**src/sv/scff_pkg.sv**
```systemverilog
// ----------------------------------------------------------------------------
// scff_pkg
// Shared types, codes and constants of the shift-chain frame forwarder.
// ----------------------------------------------------------------------------
package scff_pkg;

    // Input mode codes as they arrive from the host side.
    localparam logic [1:0] MODE_START = 2'd0;
    localparam logic [1:0] MODE_ECHO  = 2'd1;
    localparam logic [1:0] MODE_DATA  = 2'd2;

    // Try number at which one test pattern is given up.
    localparam logic [7:0] TRY_LIMIT   = 8'd255;
    localparam logic [7:0] FAIL_LENGTH = 8'd255;

    localparam logic [7:0] PATTERN_0 = 8'h55;
    localparam logic [7:0] PATTERN_1 = 8'h33;
    localparam logic [7:0] PATTERN_2 = 8'h0F;

    localparam int QUEUE_DEPTH_DEFAULT = 2;

    // Operation decided by the front end from the mode field alone.
    typedef enum logic [1:0] {
        OP_START,
        OP_ECHO,
        OP_DATA,
        OP_BAD
    } op_t;

    typedef struct packed {
        op_t        op;
        logic [7:0] data_byte;
    } cmd_t;

    typedef struct packed {
        logic       spi_send;
        logic [7:0] spi_byte;
        logic       ack_send;
        logic       latch_pulse;
        logic       detect_done;
        logic [7:0] chain_length;
        logic       item_ignored;
    } result_t;

    function automatic logic [7:0] pattern_of(input logic [1:0] step);
        logic [7:0] p;
        unique case (step)
            2'd0:    p = PATTERN_0;
            2'd1:    p = PATTERN_1;
            default: p = PATTERN_2;
        endcase
        return p;
    endfunction

endpackage

```
**src/sv/scff_in_if.sv**
```systemverilog
// ----------------------------------------------------------------------------
// scff_in_if
// Input channel: mode and data byte with a valid/ready handshake.
// ----------------------------------------------------------------------------
interface scff_in_if;
    logic       valid;
    logic       ready;
    logic [1:0] mode;
    logic [7:0] data_byte;

    modport source (output valid, output mode, output data_byte, input ready);
    modport sink   (input valid, input mode, input data_byte, output ready);
endinterface

```
**src/sv/scff_out_if.sv**
```systemverilog
// ----------------------------------------------------------------------------
// scff_out_if
// Result channel: SPI, acknowledge, latch and detection results.
// ----------------------------------------------------------------------------
interface scff_out_if;
    logic       valid;
    logic       ready;
    logic       spi_send;
    logic [7:0] spi_byte;
    logic       ack_send;
    logic       latch_pulse;
    logic       detect_done;
    logic [7:0] chain_length;
    logic       item_ignored;

    modport source (
        output valid, output spi_send, output spi_byte, output ack_send,
        output latch_pulse, output detect_done, output chain_length,
        output item_ignored, input ready
    );
    modport sink (
        input valid, input spi_send, input spi_byte, input ack_send,
        input latch_pulse, input detect_done, input chain_length,
        input item_ignored, output ready
    );
endinterface

```
**src/sv/scff_front.sv**
```systemverilog
// ----------------------------------------------------------------------------
// scff_front
// Accepts input transactions and classifies them into operations.
// ----------------------------------------------------------------------------
module scff_front (
    scff_in_if.sink          items,
    output logic             push_valid,
    input  logic             push_ready,
    output scff_pkg::cmd_t   push_data
);
    import scff_pkg::*;

    op_t op;

    always_comb
    begin
        unique case (items.mode)
            MODE_START: op = OP_START;
            MODE_ECHO:  op = OP_ECHO;
            MODE_DATA:  op = OP_DATA;
            default:    op = OP_BAD;
        endcase
    end

    assign push_valid          = items.valid;
    assign items.ready         = push_ready;
    assign push_data.op        = op;
    assign push_data.data_byte = items.data_byte;

endmodule

```
**src/sv/scff_queue.sv**
```systemverilog
// ----------------------------------------------------------------------------
// scff_queue
// Small first-in first-out queue of classified operations.
// ----------------------------------------------------------------------------
module scff_queue #(
    parameter int DEPTH = scff_pkg::QUEUE_DEPTH_DEFAULT
) (
    input  logic             clk,
    input  logic             rst_n,
    input  logic             push_valid,
    output logic             push_ready,
    input  scff_pkg::cmd_t   push_data,
    output logic             pop_valid,
    input  logic             pop_ready,
    output scff_pkg::cmd_t   pop_data
);
    import scff_pkg::*;

    localparam int PTR_W = (DEPTH > 1) ? $clog2(DEPTH) : 1;
    localparam int CNT_W = $clog2(DEPTH + 1);
    localparam logic [PTR_W-1:0] LAST_PTR = PTR_W'(DEPTH - 1);
    localparam logic [CNT_W-1:0] FULL_CNT = CNT_W'(DEPTH);

    cmd_t             entry_reg [DEPTH];
    logic [PTR_W-1:0] wr_ptr_reg, wr_ptr_next;
    logic [PTR_W-1:0] rd_ptr_reg, rd_ptr_next;
    logic [CNT_W-1:0] count_reg, count_next;
    logic             do_push;
    logic             do_pop;

    assign push_ready = (count_reg != FULL_CNT);
    assign pop_valid  = (count_reg != '0);
    assign pop_data   = entry_reg[rd_ptr_reg];
    assign do_push    = push_valid && push_ready;
    assign do_pop     = pop_valid && pop_ready;

    always_comb
    begin
        wr_ptr_next = wr_ptr_reg;
        rd_ptr_next = rd_ptr_reg;
        count_next  = count_reg;
        if (do_push)
        begin
            wr_ptr_next = (wr_ptr_reg == LAST_PTR) ? '0 : wr_ptr_reg + 1'b1;
        end
        if (do_pop)
        begin
            rd_ptr_next = (rd_ptr_reg == LAST_PTR) ? '0 : rd_ptr_reg + 1'b1;
        end
        if (do_push && !do_pop)
        begin
            count_next = count_reg + 1'b1;
        end
        else if (do_pop && !do_push)
        begin
            count_next = count_reg - 1'b1;
        end
    end

    always_ff @(posedge clk or negedge rst_n)
    begin
        if (!rst_n)
        begin
            wr_ptr_reg <= '0;
            rd_ptr_reg <= '0;
            count_reg  <= '0;
        end
        else
        begin
            wr_ptr_reg <= wr_ptr_next;
            rd_ptr_reg <= rd_ptr_next;
            count_reg  <= count_next;
        end
    end

    always_ff @(posedge clk)
    begin
        if (do_push)
        begin
            entry_reg[wr_ptr_reg] <= push_data;
        end
    end

endmodule

```
**src/sv/scff_back.sv**
```systemverilog
// ----------------------------------------------------------------------------
// scff_back
// Executes operations: auto-detect sequencing, frame counting and results.
// ----------------------------------------------------------------------------
module scff_back (
    input  logic             clk,
    input  logic             rst_n,
    input  logic             pop_valid,
    output logic             pop_ready,
    input  scff_pkg::cmd_t   pop_data,
    scff_out_if.source       results
);
    import scff_pkg::*;

    typedef enum logic {
        PH_RUN,
        PH_DETECT
    } phase_t;

    phase_t     phase_reg, phase_next;
    logic [1:0] step_reg, step_next;
    logic [7:0] try_reg, try_next;
    logic [7:0] first_reg, first_next;
    logic [7:0] second_reg, second_next;
    logic [7:0] length_reg, length_next;
    logic [7:0] pos_reg, pos_next;
    logic       valid_reg, valid_next;
    result_t    res_reg, res_next;

    logic       take;
    logic [1:0] step_cur;
    logic [7:0] try_inc;
    logic [7:0] pos_inc;
    logic       finish;
    logic [7:0] fin_count;

    assign pop_ready = !valid_reg || results.ready;
    assign take      = pop_valid && pop_ready;
    assign step_cur  = (step_reg > 2'd2) ? 2'd2 : step_reg;
    assign try_inc   = try_reg + 8'd1;
    assign pos_inc   = pos_reg + 8'd1;

    always_comb
    begin
        phase_next  = phase_reg;
        step_next   = step_reg;
        try_next    = try_reg;
        first_next  = first_reg;
        second_next = second_reg;
        length_next = length_reg;
        pos_next    = pos_reg;
        res_next    = '0;
        finish      = 1'b0;
        fin_count   = try_reg;

        if (take)
        begin
            valid_next = 1'b1;
        end
        else
        begin
            valid_next = valid_reg && !results.ready;
        end

        if (take)
        begin
            priority if (pop_data.op == OP_START)
            begin
                phase_next        = PH_DETECT;
                step_next         = 2'd0;
                try_next          = 8'd1;
                res_next.spi_send = 1'b1;
                res_next.spi_byte = PATTERN_0;
            end
            else if (pop_data.op == OP_ECHO && phase_reg == PH_DETECT)
            begin
                step_next = step_cur;
                if (pop_data.data_byte == pattern_of(step_cur))
                begin
                    finish    = 1'b1;
                    fin_count = try_reg;
                end
                else if (try_inc >= TRY_LIMIT)
                begin
                    finish    = 1'b1;
                    fin_count = TRY_LIMIT;
                end
                else
                begin
                    try_next          = try_inc;
                    res_next.spi_send = 1'b1;
                    res_next.spi_byte = pattern_of(step_cur);
                end
            end
            else if (pop_data.op == OP_DATA && phase_reg == PH_RUN)
            begin
                res_next.spi_send = 1'b1;
                res_next.spi_byte = pop_data.data_byte;
                // A frame length of zero matches only after the counter wraps.
                if (pos_inc == length_reg)
                begin
                    pos_next             = 8'd0;
                    res_next.ack_send    = 1'b1;
                    res_next.latch_pulse = 1'b1;
                end
                else
                begin
                    pos_next = pos_inc;
                end
            end
            else
            begin
                res_next.item_ignored = 1'b1;
            end

            if (finish)
            begin
                unique case (step_cur)
                    2'd0:
                    begin
                        first_next        = fin_count;
                        step_next         = 2'd1;
                        try_next          = 8'd1;
                        res_next.spi_send = 1'b1;
                        res_next.spi_byte = PATTERN_1;
                    end
                    2'd1:
                    begin
                        second_next       = fin_count;
                        step_next         = 2'd2;
                        try_next          = 8'd1;
                        res_next.spi_send = 1'b1;
                        res_next.spi_byte = PATTERN_2;
                    end
                    default:
                    begin
                        if (first_reg == second_reg && second_reg == fin_count)
                        begin
                            length_next = fin_count;
                        end
                        else
                        begin
                            length_next = FAIL_LENGTH;
                        end
                        pos_next              = 8'd0;
                        step_next             = 2'd0;
                        try_next              = 8'd0;
                        phase_next            = PH_RUN;
                        res_next.detect_done  = 1'b1;
                        res_next.chain_length = length_next;
                    end
                endcase
            end
        end
        else
        begin
            res_next = res_reg;
        end
    end

    always_ff @(posedge clk or negedge rst_n)
    begin
        if (!rst_n)
        begin
            phase_reg  <= PH_RUN;
            step_reg   <= 2'd0;
            try_reg    <= 8'd0;
            first_reg  <= 8'd0;
            second_reg <= 8'd0;
            length_reg <= 8'd0;
            pos_reg    <= 8'd0;
            valid_reg  <= 1'b0;
            res_reg    <= '0;
        end
        else
        begin
            phase_reg  <= phase_next;
            step_reg   <= step_next;
            try_reg    <= try_next;
            first_reg  <= first_next;
            second_reg <= second_next;
            length_reg <= length_next;
            pos_reg    <= pos_next;
            valid_reg  <= valid_next;
            res_reg    <= res_next;
        end
    end

    assign results.valid        = valid_reg;
    assign results.spi_send     = res_reg.spi_send;
    assign results.spi_byte     = res_reg.spi_byte;
    assign results.ack_send     = res_reg.ack_send;
    assign results.latch_pulse  = res_reg.latch_pulse;
    assign results.detect_done  = res_reg.detect_done;
    assign results.chain_length = res_reg.chain_length;
    assign results.item_ignored = res_reg.item_ignored;

endmodule

```
**src/sv/shift_chain_frame_forwarder_top.sv**
```systemverilog
// ----------------------------------------------------------------------------
// shift_chain_frame_forwarder_top
// Frame forwarder and chain-length auto-detect for a display shift chain.
// ----------------------------------------------------------------------------
// Every input transaction yields exactly one result transaction, in order.
// The block takes one transaction per cycle while the result side keeps up;
// each result is registered by the execution stage after its input has passed
// through the queue. The rate is set by the execution stage, which updates the
// detect and frame-counter state once per operation. A queue of QUEUE_DEPTH
// entries between the classifying front end and the execution stage absorbs
// stalls on the result side, so input stays ready until that queue fills.
// After reset the block is in run mode with a frame length of 256 bytes.
module shift_chain_frame_forwarder_top #(
    parameter int QUEUE_DEPTH = scff_pkg::QUEUE_DEPTH_DEFAULT
) (
    input  logic        clk,
    input  logic        rst_n,
    scff_in_if.sink     items,
    scff_out_if.source  results
);
    import scff_pkg::*;

    logic push_valid;
    logic push_ready;
    cmd_t push_data;
    logic pop_valid;
    logic pop_ready;
    cmd_t pop_data;

    scff_front u_front (
        .items      (items),
        .push_valid (push_valid),
        .push_ready (push_ready),
        .push_data  (push_data)
    );

    scff_queue #(
        .DEPTH (QUEUE_DEPTH)
    ) u_queue (
        .clk        (clk),
        .rst_n      (rst_n),
        .push_valid (push_valid),
        .push_ready (push_ready),
        .push_data  (push_data),
        .pop_valid  (pop_valid),
        .pop_ready  (pop_ready),
        .pop_data   (pop_data)
    );

    scff_back u_back (
        .clk       (clk),
        .rst_n     (rst_n),
        .pop_valid (pop_valid),
        .pop_ready (pop_ready),
        .pop_data  (pop_data),
        .results   (results)
    );

    // A dropped transaction carries no other indication.
    a_ignored_alone : assert property (@(posedge clk) disable iff (!rst_n)
        results.valid && results.item_ignored |->
            !results.spi_send && !results.ack_send && !results.latch_pulse
            && !results.detect_done)
        else $error("ignored transaction carries other flags");

    // End of frame always comes with the last data byte being shifted.
    a_ack_with_latch : assert property (@(posedge clk) disable iff (!rst_n)
        results.valid && results.ack_send |->
            results.latch_pulse && results.spi_send && !results.detect_done)
        else $error("acknowledge without latch or data byte");

    // A finished detection reports a length of at least one try.
    a_length_nonzero : assert property (@(posedge clk) disable iff (!rst_n)
        results.valid && results.detect_done |->
            results.chain_length != 8'd0 && !results.spi_send)
        else $error("detect result with zero length or a send");

    a_length_only_on_done : assert property (@(posedge clk) disable iff (!rst_n)
        results.valid && !results.detect_done |-> results.chain_length == 8'd0)
        else $error("chain length outside a detect result");

endmodule

```
**src/flat_wrapper.sv**
```systemverilog
// flat-port wrapper written by rule: the top's interface ports become plain ports
module shift_chain_frame_forwarder_top_flat import scff_pkg::*;
#(
    parameter int QUEUE_DEPTH = scff_pkg::QUEUE_DEPTH_DEFAULT
)
  (clk, rst_n, items_valid, items_mode, items_data_byte, items_ready, results_valid, results_spi_send, results_spi_byte, results_ack_send, results_latch_pulse, results_detect_done, results_chain_length, results_item_ignored, results_ready);
  scff_in_if items_i ();
  scff_out_if results_i ();
  input  logic clk;
  input  logic rst_n;
  input wire logic [$bits(items_i.valid)-1:0] items_valid;
  input wire logic [$bits(items_i.mode)-1:0] items_mode;
  input wire logic [$bits(items_i.data_byte)-1:0] items_data_byte;
  output wire logic [$bits(items_i.ready)-1:0] items_ready;
  output wire logic [$bits(results_i.valid)-1:0] results_valid;
  output wire logic [$bits(results_i.spi_send)-1:0] results_spi_send;
  output wire logic [$bits(results_i.spi_byte)-1:0] results_spi_byte;
  output wire logic [$bits(results_i.ack_send)-1:0] results_ack_send;
  output wire logic [$bits(results_i.latch_pulse)-1:0] results_latch_pulse;
  output wire logic [$bits(results_i.detect_done)-1:0] results_detect_done;
  output wire logic [$bits(results_i.chain_length)-1:0] results_chain_length;
  output wire logic [$bits(results_i.item_ignored)-1:0] results_item_ignored;
  input wire logic [$bits(results_i.ready)-1:0] results_ready;
  assign items_i.valid = items_valid;
  assign items_i.mode = items_mode;
  assign items_i.data_byte = items_data_byte;
  assign items_ready = items_i.ready;
  assign results_valid = results_i.valid;
  assign results_spi_send = results_i.spi_send;
  assign results_spi_byte = results_i.spi_byte;
  assign results_ack_send = results_i.ack_send;
  assign results_latch_pulse = results_i.latch_pulse;
  assign results_detect_done = results_i.detect_done;
  assign results_chain_length = results_i.chain_length;
  assign results_item_ignored = results_i.item_ignored;
  assign results_i.ready = results_ready;
  shift_chain_frame_forwarder_top #(.QUEUE_DEPTH(QUEUE_DEPTH)) u_core (.clk(clk), .rst_n(rst_n), .items(items_i), .results(results_i));
endmodule
```
**config.mk**
```make
export PLATFORM = sky130hd
export DESIGN_NAME = shift_chain_frame_forwarder_top_flat
export DESIGN_NICKNAME = d
export VERILOG_FILES = /design/src/sv/scff_pkg.sv /design/src/sv/scff_in_if.sv /design/src/sv/scff_out_if.sv /design/src/sv/scff_front.sv /design/src/sv/scff_queue.sv /design/src/sv/scff_back.sv /design/src/sv/shift_chain_frame_forwarder_top.sv /design/src/flat_wrapper.sv
export SDC_FILE = /design/constraint.sdc
export NUM_CORES = 1
export LEC_CHECK = 0
export BUFFER_PORTS_ARGS = -buffer_cell sky130_fd_sc_hd__buf_2
export CAP_MARGIN = 0
export CORE_MARGIN = 10
export CORE_UTILIZATION = 35
export DETAILED_ROUTE_END_ITERATION = 16
export GPL_ROUTABILITY_DRIVEN = 0
export PLACE_DENSITY_LB_ADDON = 0.08
export SLEW_MARGIN = 25
export SYNTH_ARGS = -nofsm -noshare
export SYNTH_HDL_FRONTEND = slang
export SYNTH_SLANG_ARGS = --single-unit
```
**constraint.sdc**
```tcl
create_clock -name clk -period 3.1 [get_ports clk]
set_clock_uncertainty 0.2 [all_clocks]
set_input_delay 0.465 -clock clk [delete_from_list [all_inputs] [get_ports clk]]
set_output_delay 0.465 -clock clk [all_outputs]
set_load 0.01 [all_outputs]
```
======== Yosys cells after proc, flatten, opt, wreduce, memory -nomap -nowiden ========
Memories as Yosys holds them, arrays and structs flattened.
Cells that the tools add are included.
storage, ports and cells
  RAM bits ................................ 20
  logic and storage cells ................. 124
  output and inout bits ................... 23
  memories ................................ 1
  flip-flop bits (word level) ............. 69
cells by class
  bitwise gates (word level) .............. 2
  reduce and logical (&&, ||, !) cells .... 25
  eq/ne operators ......................... 12
  $add $sub $neg .......................... 6
  mux-type cells .......................... 58
  order comparisons ....................... 2
memory list
  memory                    words  bits a word  rd ports  clocked after Yosys merged registers in  write ports  line              source
  u_core.u_queue.entry_reg  2      10           1         0                                        1            scff_queue.sv:24  cmd_t entry_reg [DEPTH];
operators by type and width
  cell                 number
  $mux 8               20
  $mux 9               7
  $eq 8x8->1           4
  $mux 2               9
  $pmux 9 s2           1
  $mux 1               17
  $add 8x1->8 const B  2
  $pmux 7 s2           1
  $mux 11              1
  $reduce_and 3->1     3
  $ge 8x8->1 const B   1
  $logic_and 1x1->1    8
  $eq 2x1->1 const B   3
  $logic_not 2->1      3
  $ne 3x2->1 const B   2
  $pmux 2 s3           1
  $eq 2x2->1 const B   2
  $logic_not 1->1      4
  $pmux 2 s2           1
  $reduce_and 4->1     1
  $reduce_bool 2->1    2
  $reduce_bool 3->1    1
  $add 1x1->1 const B  2
  $add 2x1->2 const B  1
  7 further kinds      8

======== Depth between registers and ports, before layout ========
Gate-level depths: netlist (run 1).
  depth after elaboration ................. 17
  gate-level depth with buffers ........... 12
  mapped depth without buffers ............ 9

======== By module ========
From an unflattened synthesis (run 1), not the netlist that was laid out.
second synthesis, totals
  cells, all modules ...................... 474
  area total of the unflattened synthesis .. 4,798.4 um^2
by module, submodules not included
  module      instances  cells each  area each (um^2)
  scff_back   1          413         3,783.6
  scff_queue  1          49          932.1
  scff_front  1          12          82.6

======== Worst setup path after synthesis (run 1) ========
OpenSTA, ideal clock, no wires.
  path kind ............................... register to register
  start point ............................. reg u_core.u_back.try_reg[1]
  end point ............................... reg u_core.u_back.length_reg[2]
  setup time .............................. 129 ps
  stages on the path, launching flop included .. 11
  period minus slack after synthesis ...... 2,792 ps
  path slack .............................. 308 ps
  arrival ................................. 2,463 ps
  path buffers ............................ 1
  required time ........................... 2,771 ps
  cells stage by stage .................... dfrtp_1 > ha_1 > buf_2 > a21oi_1 > or3b_1 > a221o_2 > nor2_2 > and4_1 > o31ai_4 > nor4b_2 > a21oi_1
on the way
  word-level cells in the longest chain between the ends .. 10
ends and longest elaborated chain
  item                    line              source
  from (decl)             scff_back.sv:22   logic [7:0] try_reg, try_next;
  from (signal assigned)  scff_back.sv:179  try_reg <= try_next;
  $add 8x1->8             scff_back.sv:40   assign try_inc = try_reg + 8'd1;
  $ge 8x8->1              scff_back.sv:83   else if (try_inc >= TRY_LIMIT)
  $mux 8                  scff_back.sv:83
  $mux 8                  scff_back.sv:78   if (pop_data.data_byte == pattern_of(step_cur))
  $mux 8                  scff_back.sv:75   else if (pop_data.op == OP_ECHO && phase_reg == PH_DETECT)
  $mux 8                  scff_back.sv:67   priority if (pop_data.op == OP_START)
  $mux 8                  scff_back.sv:65   if (take)
  $eq 8x8->1              scff_back.sv:137  if (first_reg == second_reg && second_reg == fin_count)
  $logic_and 1x1->1       scff_back.sv:137
  $mux 8                  scff_back.sv:137
  to (signal assigned)    scff_back.sv:182  length_reg <= length_next;
  to (decl)               scff_back.sv:25   logic [7:0] length_reg, length_next;
Several ways; a longest one is shown, not always the timed one. The select of a mux whose other input is x is not followed.
A chain may end at the register's enable or synchronous reset.

======== Worst setup path in the final report (run 1) ========
  start point ............................. reg u_core.u_back.try_reg[0]
  end point ............................... reg u_core.u_back.length_reg[6]
Same word-level chain as after synthesis.

==> results of run 1 <==
-- worst max-delay path: cells and delay by family (launching register included) --
kind | cells | cell delay, ns
compound gates | 4 | 0.74
fa+ha+maj | 1 | 0.24
simple gates | 4 | 1.18
flops | 1 | 0.42
-- synthesized netlist by cell type (3+ instances only) --
library cell / n / share of area [%]
dfrtp_1: 68 / 37
buf_4: 4 / 0.65
xnor2_1: 13 / 2.5
xor2_1: 8 / 1.5
a21oi_2: 3 / 0.57
nand3b_1: 3 / 0.49
ha_1: 4 / 1.1
o211ai_1: 5 / 0.81
nor2_1: 42 / 3.4
o31ai_1: 4 / 0.65
a21o_1: 4 / 0.65
buf_2: 9 / 0.98
o22ai_1: 3 / 0.41
nor3_1: 20 / 2.2
nand4_1: 4 / 0.54
clkbuf_1: 16 / 1.3
or3_1: 3 / 0.41
nand2b_1: 6 / 0.81
nand3_1: 12 / 1.3
o21ai_0: 40 / 4.3
mux2i_1: 7 / 1.5
nand2_1: 58 / 4.7
a21oi_1: 25 / 2.7
a31oi_1: 9 / 1.2
and2_1: 5 / 0.68
buf_6: 3 / 0.73
edfxtp_1: 20 / 13
a32oi_1: 3 / 0.57
mux2_2: 3 / 0.73
a221oi_1: 4 / 0.76
inv_1: 11 / 0.90
a211oi_1: 4 / 0.65
and3_1: 7 / 0.95
-- metal layers --
layer	vias to the layer above	GRT usage (%)	share of wire (%)
li1	1775	-	-
met1	1708	15.8	47
met2	55	19.4	47
met3	13	3.34	3.7
met4	0	5.08	1.7
met5	-	0	0
-- metrics by stage --
step	std cells	util, %	worst slack, ns
floorplan	476	-	0.308
global placement	670	39.1	0.207
detailed placement	670	39.1	0.175
CTS	687	41.3	0.139
global route	687	41.4	0.00429
finish	687	41.4	0.183
-- layout make-up --
type | count | area (µm²) | area share, %
Sequential cell | 88 | 2300 | 43.6
Clock inverter | 4 | 45.0 | 0.852
Timing Repair Buffer | 56 | 345 | 6.53
Tap cell | 172 | 215 | 4.07
Multi-Input combinational cell | 344 | 2100 | 39.7
Inverter | 11 | 41.3 | 0.781
Clock buffer | 12 | 236 | 4.47
-- power by group --
part	total (W)	internal, W	switching, W	leakage, nW
clock network	0.00106	0.000621	0.000440	0.140
registers	0.00159	0.00140	0.000196	1.06
logic	0.00140	0.000563	0.000835	1.02
-- worst max-delay path by stage --
stage                                    from                           to  cells after the start
detailed placement  u_core.u_queue.rd_ptr_reg  u_core.u_back.length_reg[6]                      9
floorplan            u_core.u_back.try_reg[1]  u_core.u_back.length_reg[2]                     10
CTS                 u_core.u_queue.rd_ptr_reg  u_core.u_back.length_reg[6]                      9
finish               u_core.u_back.try_reg[0]  u_core.u_back.length_reg[6]                      9
global placement     u_core.u_back.try_reg[0]  u_core.u_back.length_reg[2]                      9
global route         u_core.u_back.try_reg[0]  u_core.u_back.length_reg[6]                      9
-- what timing repair did --
item                                    4_1_cts  5_1_grt
endpoints found under the hold margin        68        0
hold buffers                                  1        0
buffers inserted                              0        0
gates resized for setup                       0        1
endpoints found under the setup margin        0       19
-- logic make-up (layout without fill, tap and decap cells) --
logic type	count (synthesis)	in the layout	share of synthesized area [%]
AO/OA/AOI/OAI	121	121	17.0
adder cells (fa/ha/maj)	4	4	1.09
AND/OR/NAND/NOR	185	185	20.1
buffers and inverters	44	83	4.64
XOR/XNOR	22	22	4.34
multiplexers	12	12	2.90
flip-flops	88	88	49.9
==> flow_summary_export.csv, run 1 <==
group,metric,value,unit
pwr,power,0.00405,W
timing,rsz0062_at_grt,"no",
timing,slew_violations,0,
critical_path,r2r_end,"u_core.u_back.length_reg[6]",
timing,tightest_slew,0.830,ns
routing,routedWlPerCell,15.9,µm
die,rows,41,
clock_network,cts_tree,"built",
yosys,seq_area_frac_synth,49.9,%
timing,setup_viol,0,
timing,max_freq,0.343,GHz
clock_network,h-tree-depth,3,
min_path,worstHoldPathType,"input pin to flip-flop",
min_path,hold_end,"u_core.u_queue.entry_reg[1][4]",
min_path,hold_path_depth,1,
timing,period_share,94.1,%
finish,finalNetCount,528,
yosys,synthArstFlopShare,77.3,%
critical_path,cp-end-kind,"flip-flop",
critical_path,r2r_setup_slack,0.18,ns
die,start_util,36.1,%
yosys,ys.flop_type,"dfrtp_1",
critical_path,worstSetupPathType,"flip-flop to flip-flop",
yosys,synth-seq-cells,88,
routing,avgViaCountPerCell,5.17,
routing,vias,3551,
routing,drtIter0Drc,233,
global_route,grtUsageTotal,12.4,%
critical_path,slowest_delay,0.42,ns
timing,post-route-min-period,2.92,ns
place,hpwlAfterDp,7990,µm
run,drv_cap,0,
timing,setup_tns,0,ns
global_route,grt_first_pass_wirelength,18000,µm
die,num_io_pins,37,
routing,drtPass1Iterations,4,
yosys,synth_cell_type_count,67,
critical_path,worstPathRequired,3.11,ns
clock_network,insertion_delay,0.35,ns
critical_path,rr_worst_depth,9,
finish,mostFrequentLayoutCells,"68 x dfrtp_1, 58 x nand2_1, 42 x nor2_1",
die,dieWidth,135,µm
critical_path,worst_r2r_startpoint,"u_core.u_back.try_reg[0]",
finish,drive_above_1_share,17.9,%
min_path,min_from,"items_data_byte[4]",
critical_path,crit_path_start_kind,"flip-flop",
finish,n_fill_cell,1272,
routing,ant_nets,0,
routing,route.detailed.drc,0,
die,die_y,135,µm
finish,antenna_cells,0,
clock_network,ctsRootBufferMaster,"clkbuf_16",
timing,hold_viol,0,
yosys,synth_cells,476,
yosys,syn_avg_cell_area,9.69,µm²
yosys,syn_area,4610,µm²
status,status,"finished, final reports clean",
timing,relSlewSlack,44.5,%
die,core_area,12800,µm²
clock_network,clkTransAtPathRegs,0.06,ns
timing,hold_slack,0.106,ns
finish,postLayoutCellArea,5290,µm²
finish,largest_reg_flops,20,
global_route,grt_pass1_vias,3340,
clock_network,cts.sinks,88,
die,die-area,18200,µm²
place,dpl_cell_area,4990,µm²
pwr,vdd.ir_drop.worst,0.407,mV
routing,routed_wl,10900,µm
global_route,grt_max_degree,69,
pwr,leakagePower,2.23,nW
critical_path,path_max_fanout,14,
yosys,ys_warn_count,0,
finish,layout_commonest_cell,"dfrtp_1",
global_route,grt_antenna_before_repair,0,
pwr,pwr_density_cell,767,nW/µm²
yosys,synth_edf_count,20,
critical_path,worstPathArrival,2.93,ns
critical_path,crit_chain,"ha_1, a21oi_1, or3b_1, a221o_2, nor2_2, and4_1, o31ai_4, nor2_4, a31oi_1",
clock_network,cts-buffers-inserted,9,
finish,area_growth,14.6,%
clock_network,clockBufferDepth,2,
yosys,synth_nets,494,
place,portBuffers,36,
global_route,gr-total-overflow,0,
critical_path,slowest_stage,"dfrtp_1",
Power figures use the tool's default switching activity.
==> inputs of run 2 (changes only) <==
Settings changed: ABC_AREA set to 1.
==> run 2 against run 1 <==
  * First-iteration DRC count is 19% lower
  * Power hardly changed
  * Global-route usage is 0.59 points higher
  * Worst hold slack hardly changed
  * Critical path depth is 3 higher
  * Final area is 2.0% lower
  * Area after synthesis is 2.0% lower
  * Die area is 1.7% lower
  * Count of clock-buffer cells in the layout stayed put
  * Clock power is 6% lower
  * Critical path type unchanged
  * Critical endpoint is now u_core.u_back.length_reg[2]
==> flow_summary_export.csv, run 2 <==
group,metric,value,unit
yosys,synth-compound-area-share,10.2,%
yosys,ys_warn_count,0,
yosys,muxShareOfSynthArea,0,%
yosys,synthXorXnorAreaFrac,4.84,%
routing,routed_wl,10800,µm
yosys,synthTopCellsByArea,"dfrtp_1 38%, nand2_1 14%, edfxtp_1 13%, inv_1 4.6%, xor2_1 3.5%",
pwr,vdd.ir_drop.worst,0.428,mV
timing,hold_viol,0,
finish,n_fill_cell,1321,
finish,largest_reg_flops,20,
status,status,"finished, final reports clean",
routing,vias,3509,
finish,drive_above_1_share,16.0,%
place,portBuffers,36,
run,drv_cap,0,
yosys,syn_area,4520,µm²
critical_path,path_buf_inv,1,
yosys,synth.largest_area_cell,"dfrtp_1",
yosys,synth_cells,527,
routing,routedWlPerCell,14.5,µm
yosys,synth-seq-cells,88,
finish,layout_commonest_cell,"nand2_1",
yosys,synth_cell_type_count,43,
yosys,ys.flop_type,"dfrtp_1",
clock_network,insertion_delay,0.34,ns
clock_network,cts_tree,"built",
clock_network,post-cts-setup-buffers,0,
yosys,synth_top_family_by_area,"simple AND/OR/NAND/NOR gates",
routing,drtPass1Iterations,4,
yosys,seq_area_frac_synth,50.9,%
timing,post-route-min-period,2.71,ns
critical_path,slowest_stage,"dfrtp_1",
routing,drtIter0Drc,189,
pwr,switching_power,0.00160,W
critical_path,path_max_fanout,14,
clock_network,cts.sinks,88,
finish,antenna_cells,0,
yosys,synthArstFlopShare,77.3,%
yosys,synthAdderAreaFrac,1.11,%
global_route,grtUsageTotal,13.0,%
die,rows,41,
pwr,clkPwrFrac,24.5,%
global_route,grt_max_degree,43,
die,die-area,17900,µm²
die,core_area,12600,µm²
routing,ant_nets,0,
yosys,synth-simple-area-share,25.7,%
timing,relSlewSlack,42.0,%
timing,slew_violations,0,
die,start_util,35.8,%
critical_path,worstPathRequired,3.13,ns
finish,mostFrequentLayoutCells,"170 x nand2_1, 68 x dfrtp_1, 56 x inv_1",
die,num_io_pins,37,
pwr,p_int,0.00245,W
timing,tightest_slew,0.867,ns
pwr,combPwrFrac,35.3,%
critical_path,path_common_cell,"nand2_1",
die,dieWidth,134,µm
pwr,seq_power_share,40.2,%
critical_path,cp-end-kind,"flip-flop",
yosys,synth_edf_count,20,
global_route,grt_antenna_before_repair,0,
routing,route.detailed.drc,0,
pwr,swShare,39.4,%
yosys,synth_nets,545,
timing,hold_slack,0.106,ns
critical_path,crit_chain,"inv_2, or2_0, o21ai_2, nand3_2, nor2_4, nand2_4, nand2_2, nand2_1, a21oi_4, nand4_1, nand2_1, nand2_1",
routing,avgViaCountPerCell,4.70,
clock_network,ctsRootBufferMaster,"clkbuf_16",
global_route,gr-total-overflow,0,
critical_path,critPathTopFamily,"simple AND/OR/NAND/NOR gates",
clock_network,clockBufferDepth,2,
yosys,yosysMostFrequentCell,"nand2_1",
critical_path,slowest_delay,0.60,ns
timing,setup_tns,0,ns
global_route,grt_pass1_vias,3620,
global_route,grt_first_pass_wirelength,18600,µm
die,die_y,134,µm
pwr,pwr_density_cell,782,nW/µm²
min_path,worstHoldPathType,"input pin to flip-flop",
pwr,leakagePower,2.55,nW
critical_path,worstSetupPathType,"flip-flop to flip-flop",
finish,area_growth,14.6,%
finish,finalNetCount,587,
timing,rsz0062_at_grt,"no",
clock_network,clkTransAtPathRegs,0.06,ns
clock_network,cts-buffers-inserted,9,
place,hpwlAfterDp,8080,µm
yosys,synth_top_area_share,37.6,%
timing,max_freq,0.369,GHz
critical_path,worstPathArrival,2.74,ns
yosys,ys_top_cells_by_count,"170 x nand2_1, 68 x dfrtp_1, 56 x inv_1, 27 x nor2_1, 24 x nand3_1",
clock_network,h-tree-depth,3,
yosys,syn_avg_cell_area,8.58,µm²
timing,period_share,87.4,%
timing,setup_viol,0,
critical_path,crit_path_start_kind,"flip-flop",
[run 2: changes by cell type in the layout (fill, tap and decap cells not counted), sizes merged, moves of 8 or more]
cell,delta
nor3,-17
o21ai,-8
nor2,-9
a21oi,-19
nand4,+8
xor2,+10
inv,+54
buf,-12
nand3,+14
nand2,+119
[run 2: logic make-up (layout without fill, tap and decap cells)]
family | Yosys count | after routing
buf+inv | 78 | 125
fa+ha+maj | 4 | 4
xor+xnor | 25 | 25
flops | 88 | 88
simple gates | 261 | 261
compound gates | 71 | 71
[run 2: metrics by stage]
| stage | instance area, µm² | power [W] | cells | util [%] | setup WS (ns) |
|---|---|---|---|---|---|
| finish | 5180 | 0.00405 | 746 | 41.1 | 0.390 |
| global route | 5180 | 0.00439 | 746 | 41.1 | 0.116 |
| CTS | 5180 | 0.00412 | 746 | 41.1 | 0.367 |
| detailed placement | 4900 | 0.00310 | 729 | 38.9 | 0.371 |
| global placement | 4900 | 0.00310 | 729 | 38.9 | 0.426 |
| floorplan | 4520 | 0.00265 | 527 | - | 0.916 |
[run 2: path summary, 6_finish.rpt]
path                                                        from                               endpoint  slack, ns  cells past startpoint
min in group asynchronous                                  rst_n             u_core.u_back.first_reg[7]       0.49                      2
max                                    u_core.u_queue.rd_ptr_reg            u_core.u_back.length_reg[2]       0.39                     12
max in group asynchronous                                  rst_n      u_core.u_back.results.spi_byte[1]       1.54                      3
min reg2reg                u_core.u_back.results.chain_length[5]  u_core.u_back.results.chain_length[5]       0.27                      2
max reg2reg                            u_core.u_queue.rd_ptr_reg            u_core.u_back.length_reg[2]       0.39                     12
min                                           items_data_byte[7]         u_core.u_queue.entry_reg[0][7]       0.11                      1
[run 2: per-layer routing]
layer | part of all wire (%) | GRT usage [%] | wire [µm] | vias up
met1 | 47 | 15.8 | 5040 | 1658
met4 | 1.1 | 3.75 | 114 | 0
met2 | 48 | 21.1 | 5140 | 53
met3 | 4.7 | 4.55 | 507 | 9
li1 | - | - | - | 1789
met5 | 0 | 0 | 0 | -
[run 2: timing repair]
action                    CTS  global route
hold buffers                1             0
gates resized for setup     0             0
hold endpoints to repair   26             0
[run 2: power by group through the flow]
stage | Clock (W) | Combinational [W] | Sequential, W
2_1_floorplan | 0 | 0.00104 | 0.00161
3_3_place_gp | 0 | 0.00145 | 0.00165
3_5_place_dp | 0 | 0.00145 | 0.00165
4_1_cts | 0.00103 | 0.00146 | 0.00163
5_1_grt | 0.00108 | 0.00164 | 0.00166
6_report | 0.000992 | 0.00143 | 0.00163
[run 2: final cells by class]
cell class | count | area [µm²] | share of cell area (%)
Sequential cell | 88 | 2300 | 44.4
Clock inverter | 4 | 20.0 | 0.386
Inverter | 65 | 246 | 4.76
Clock buffer | 12 | 246 | 4.76
Multi-Input combinational cell | 361 | 1900 | 36.6
Tap cell | 172 | 215 | 4.15
Timing Repair Buffer | 44 | 255 | 4.93
==> inputs of run 3 (changes only) <==
Clock period 3.1 ns to 3.07 ns, I/O delays scaled along.
==> run 3 against run 2 <==
  * Die area unchanged
  * Register-to-register slack lost 0.08 ns
  * Worst setup slack got worse by 0.082 ns
  * Fmax is 1.9% lower
  * Flip-flop and latch count unchanged
  * Global-route usage shrank 0.17 points
  * Critical path depth unchanged
  * First-iteration DRC count down 37%
  * Power rose by 6.0%
  * Combinational power rose by 3%
  * Critical path type unchanged
==> flow_summary_export.csv, run 3 (synthesis gave the netlist of run 2 again) <==
group,metric,value,unit
critical_path,cp-end-kind,"flip-flop",
routing,drtIter0Drc,120,
global_route,gr-total-overflow,0,
routing,vias,3480,
critical_path,path_max_fanout,14,
routing,met2_length,5020,µm
place,portBuffers,36,
finish,multiInputGateArea,1900,µm²
global_route,grt_antenna_before_repair,0,
routing,ant_nets,0,
clock_network,post-cts-setup-buffers,0,
critical_path,slowest_delay,0.61,ns
pwr,leakagePower,2.58,nW
clock_network,clkTransAtPathRegs,0.06,ns
min_path,hold_path_depth,1,
timing,hold_viol,0,
clock_network,clockBufferDepth,2,
run,drv_cap,0,
pwr,swShare,38.2,%
routing,route.detailed.drc,0,
clock_network,holdBufCountCts,1,
finish,area.sequential,2300,µm²
timing,period_share,90.0,%
finish,fin_cells,748,
pwr,vdd.ir_drop.worst,0.513,mV
pwr,switching_power,0.00164,W
critical_path,worstPathRequired,3.10,ns
clock_network,cts_tree,"built",
clock_network,ctsRootBufferMaster,"clkbuf_16",
timing,max_freq,0.362,GHz
pwr,pwr_density_cell,818,nW/µm²
global_route,grt_max_degree,43,
die,num_io_pins,37,
timing,setup_viol,0,
critical_path,critPathTopFamily,"simple AND/OR/NAND/NOR gates",
critical_path,rr_worst_depth,12,
finish,antenna_cells,0,
critical_path,path_common_cell,"nand2_1",
place,dp_cells,731,
clock_network,insertion_delay,0.35,ns
finish,drive_above_1_share,16.7,%
finish,finalNetCount,589,
routing,drtPass1Iterations,4,
pwr,combPwrFrac,34.2,%
place,hpwlAfterDp,8020,µm
finish,largest_reg_flops,20,
die,core_area,12600,µm²
global_route,grt_first_pass_wirelength,18200,µm
die,die_y,134,µm
pwr,seq_power_share,38.2,%
clock_network,cts.sinks,88,
finish,layout_commonest_cell,"nand2_1",
timing,slew_violations,0,
routing,wl_met1,5120,µm
clock_network,cts_resized,0,
routing,avgViaCountPerCell,4.65,
finish,area_growth,16.1,%
critical_path,crit_chain,"inv_2, or2_0, o21ai_2, nand3_2, nor2_4, nand2_4, nand2_2, nand2_1, a21oi_4, nand4_1, nand2_1, nand2_1",
routing,routedWlPerCell,14.4,µm
critical_path,path_buf_inv,1,
die,dieWidth,134,µm
timing,post-route-min-period,2.76,ns
global_route,grt_pass1_vias,3464,
critical_path,r2r_setup_slack,0.31,ns
die,rows,41,
critical_path,worstSetupPathType,"flip-flop to flip-flop",
min_path,min_from,"items_data_byte[7]",
critical_path,r2r_end,"u_core.u_back.length_reg[2]",
global_route,grtUsageTotal,12.8,%
min_path,worstHoldPathType,"input pin to flip-flop",
timing,rsz0062_at_grt,"no",
die,start_util,35.8,%
clock_network,h-tree-depth,3,
critical_path,path_depth,12,
routing,routed_wl,10800,µm
critical_path,crit_path_start_kind,"flip-flop",
min_path,hold_end,"u_core.u_queue.entry_reg[1][7]",
status,status,"finished, final reports clean",
timing,setup_tns,0,ns
clock_network,cts-buffers-inserted,9,
pwr,p_int,0.00265,W
timing,relSlewSlack,42.7,%
routing,met3_length,492,µm
pwr,clkPwrFrac,27.6,%
finish,n_fill_cell,1323,
routing,routed.top_layer,"met4",
timing,tightest_slew,0.857,ns
critical_path,worstPathArrival,2.80,ns
finish,mostFrequentLayoutCells,"170 x nand2_1, 68 x dfrtp_1, 56 x inv_1",
critical_path,worst_r2r_startpoint,"u_core.u_queue.rd_ptr_reg",
die,die-area,17900,µm²
critical_path,slowest_stage,"dfrtp_1",
==> run 3: layout make-up <==
cell class,instances,area share [%]
clock buffer,10,4.55
timing repair buffer,46,5.15
multi-input combinational,361,36.1
clock inverter,6,1.55
tap,172,4.10
inverter,65,4.69
sequential,88,43.9
==> run 3: metrics by stage <==
stage	cell area (µm²)	worst slack (ns)	total power (W)	utilization (%)	hold WS (ns)
global route	5250	0.0974	0.00462	41.6	0.0850
floorplan	4520	0.886	0.00267	-	-0.0351
detailed placement	4920	0.311	0.00315	39.0	0.266
global placement	4920	0.399	0.00315	39.0	0.260
finish	5250	0.308	0.00429	41.6	0.102
CTS	5250	0.303	0.00436	41.6	0.0817
==> run 3: metal layers <==
metal	up-vias	track usage [%]
li1	1793	-
met1	1628	15.8
met2	47	20.3
met3	12	4.62
met4	0	3.99
met5	-	0
==> run 3: power groups by stage <==
stage / logic, W / clock network [W] / registers (W)
2_1_floorplan: 0.00105 / 0 / 0.00162
3_3_place_gp: 0.00148 / 0 / 0.00166
3_5_place_dp: 0.00148 / 0 / 0.00167
4_1_cts: 0.00149 / 0.00123 / 0.00165
5_1_grt: 0.00166 / 0.00128 / 0.00168
6_report: 0.00147 / 0.00118 / 0.00164
==> run 3: worst max path at each step <==
stage / from / to / slack, ns
2_1_floorplan: u_core.u_back.try_reg[1] / u_core.u_back.length_reg[0] / 0.89
3_3_place_gp: u_core.u_queue.rd_ptr_reg / u_core.u_back.length_reg[2] / 0.40
3_5_place_dp: u_core.u_queue.rd_ptr_reg / u_core.u_back.length_reg[4] / 0.31
4_1_cts: u_core.u_queue.rd_ptr_reg / u_core.u_back.length_reg[2] / 0.30
5_1_grt: u_core.u_queue.rd_ptr_reg / u_core.u_back.length_reg[2] / 0.1
6_report: u_core.u_queue.rd_ptr_reg / u_core.u_back.length_reg[2] / 0.31
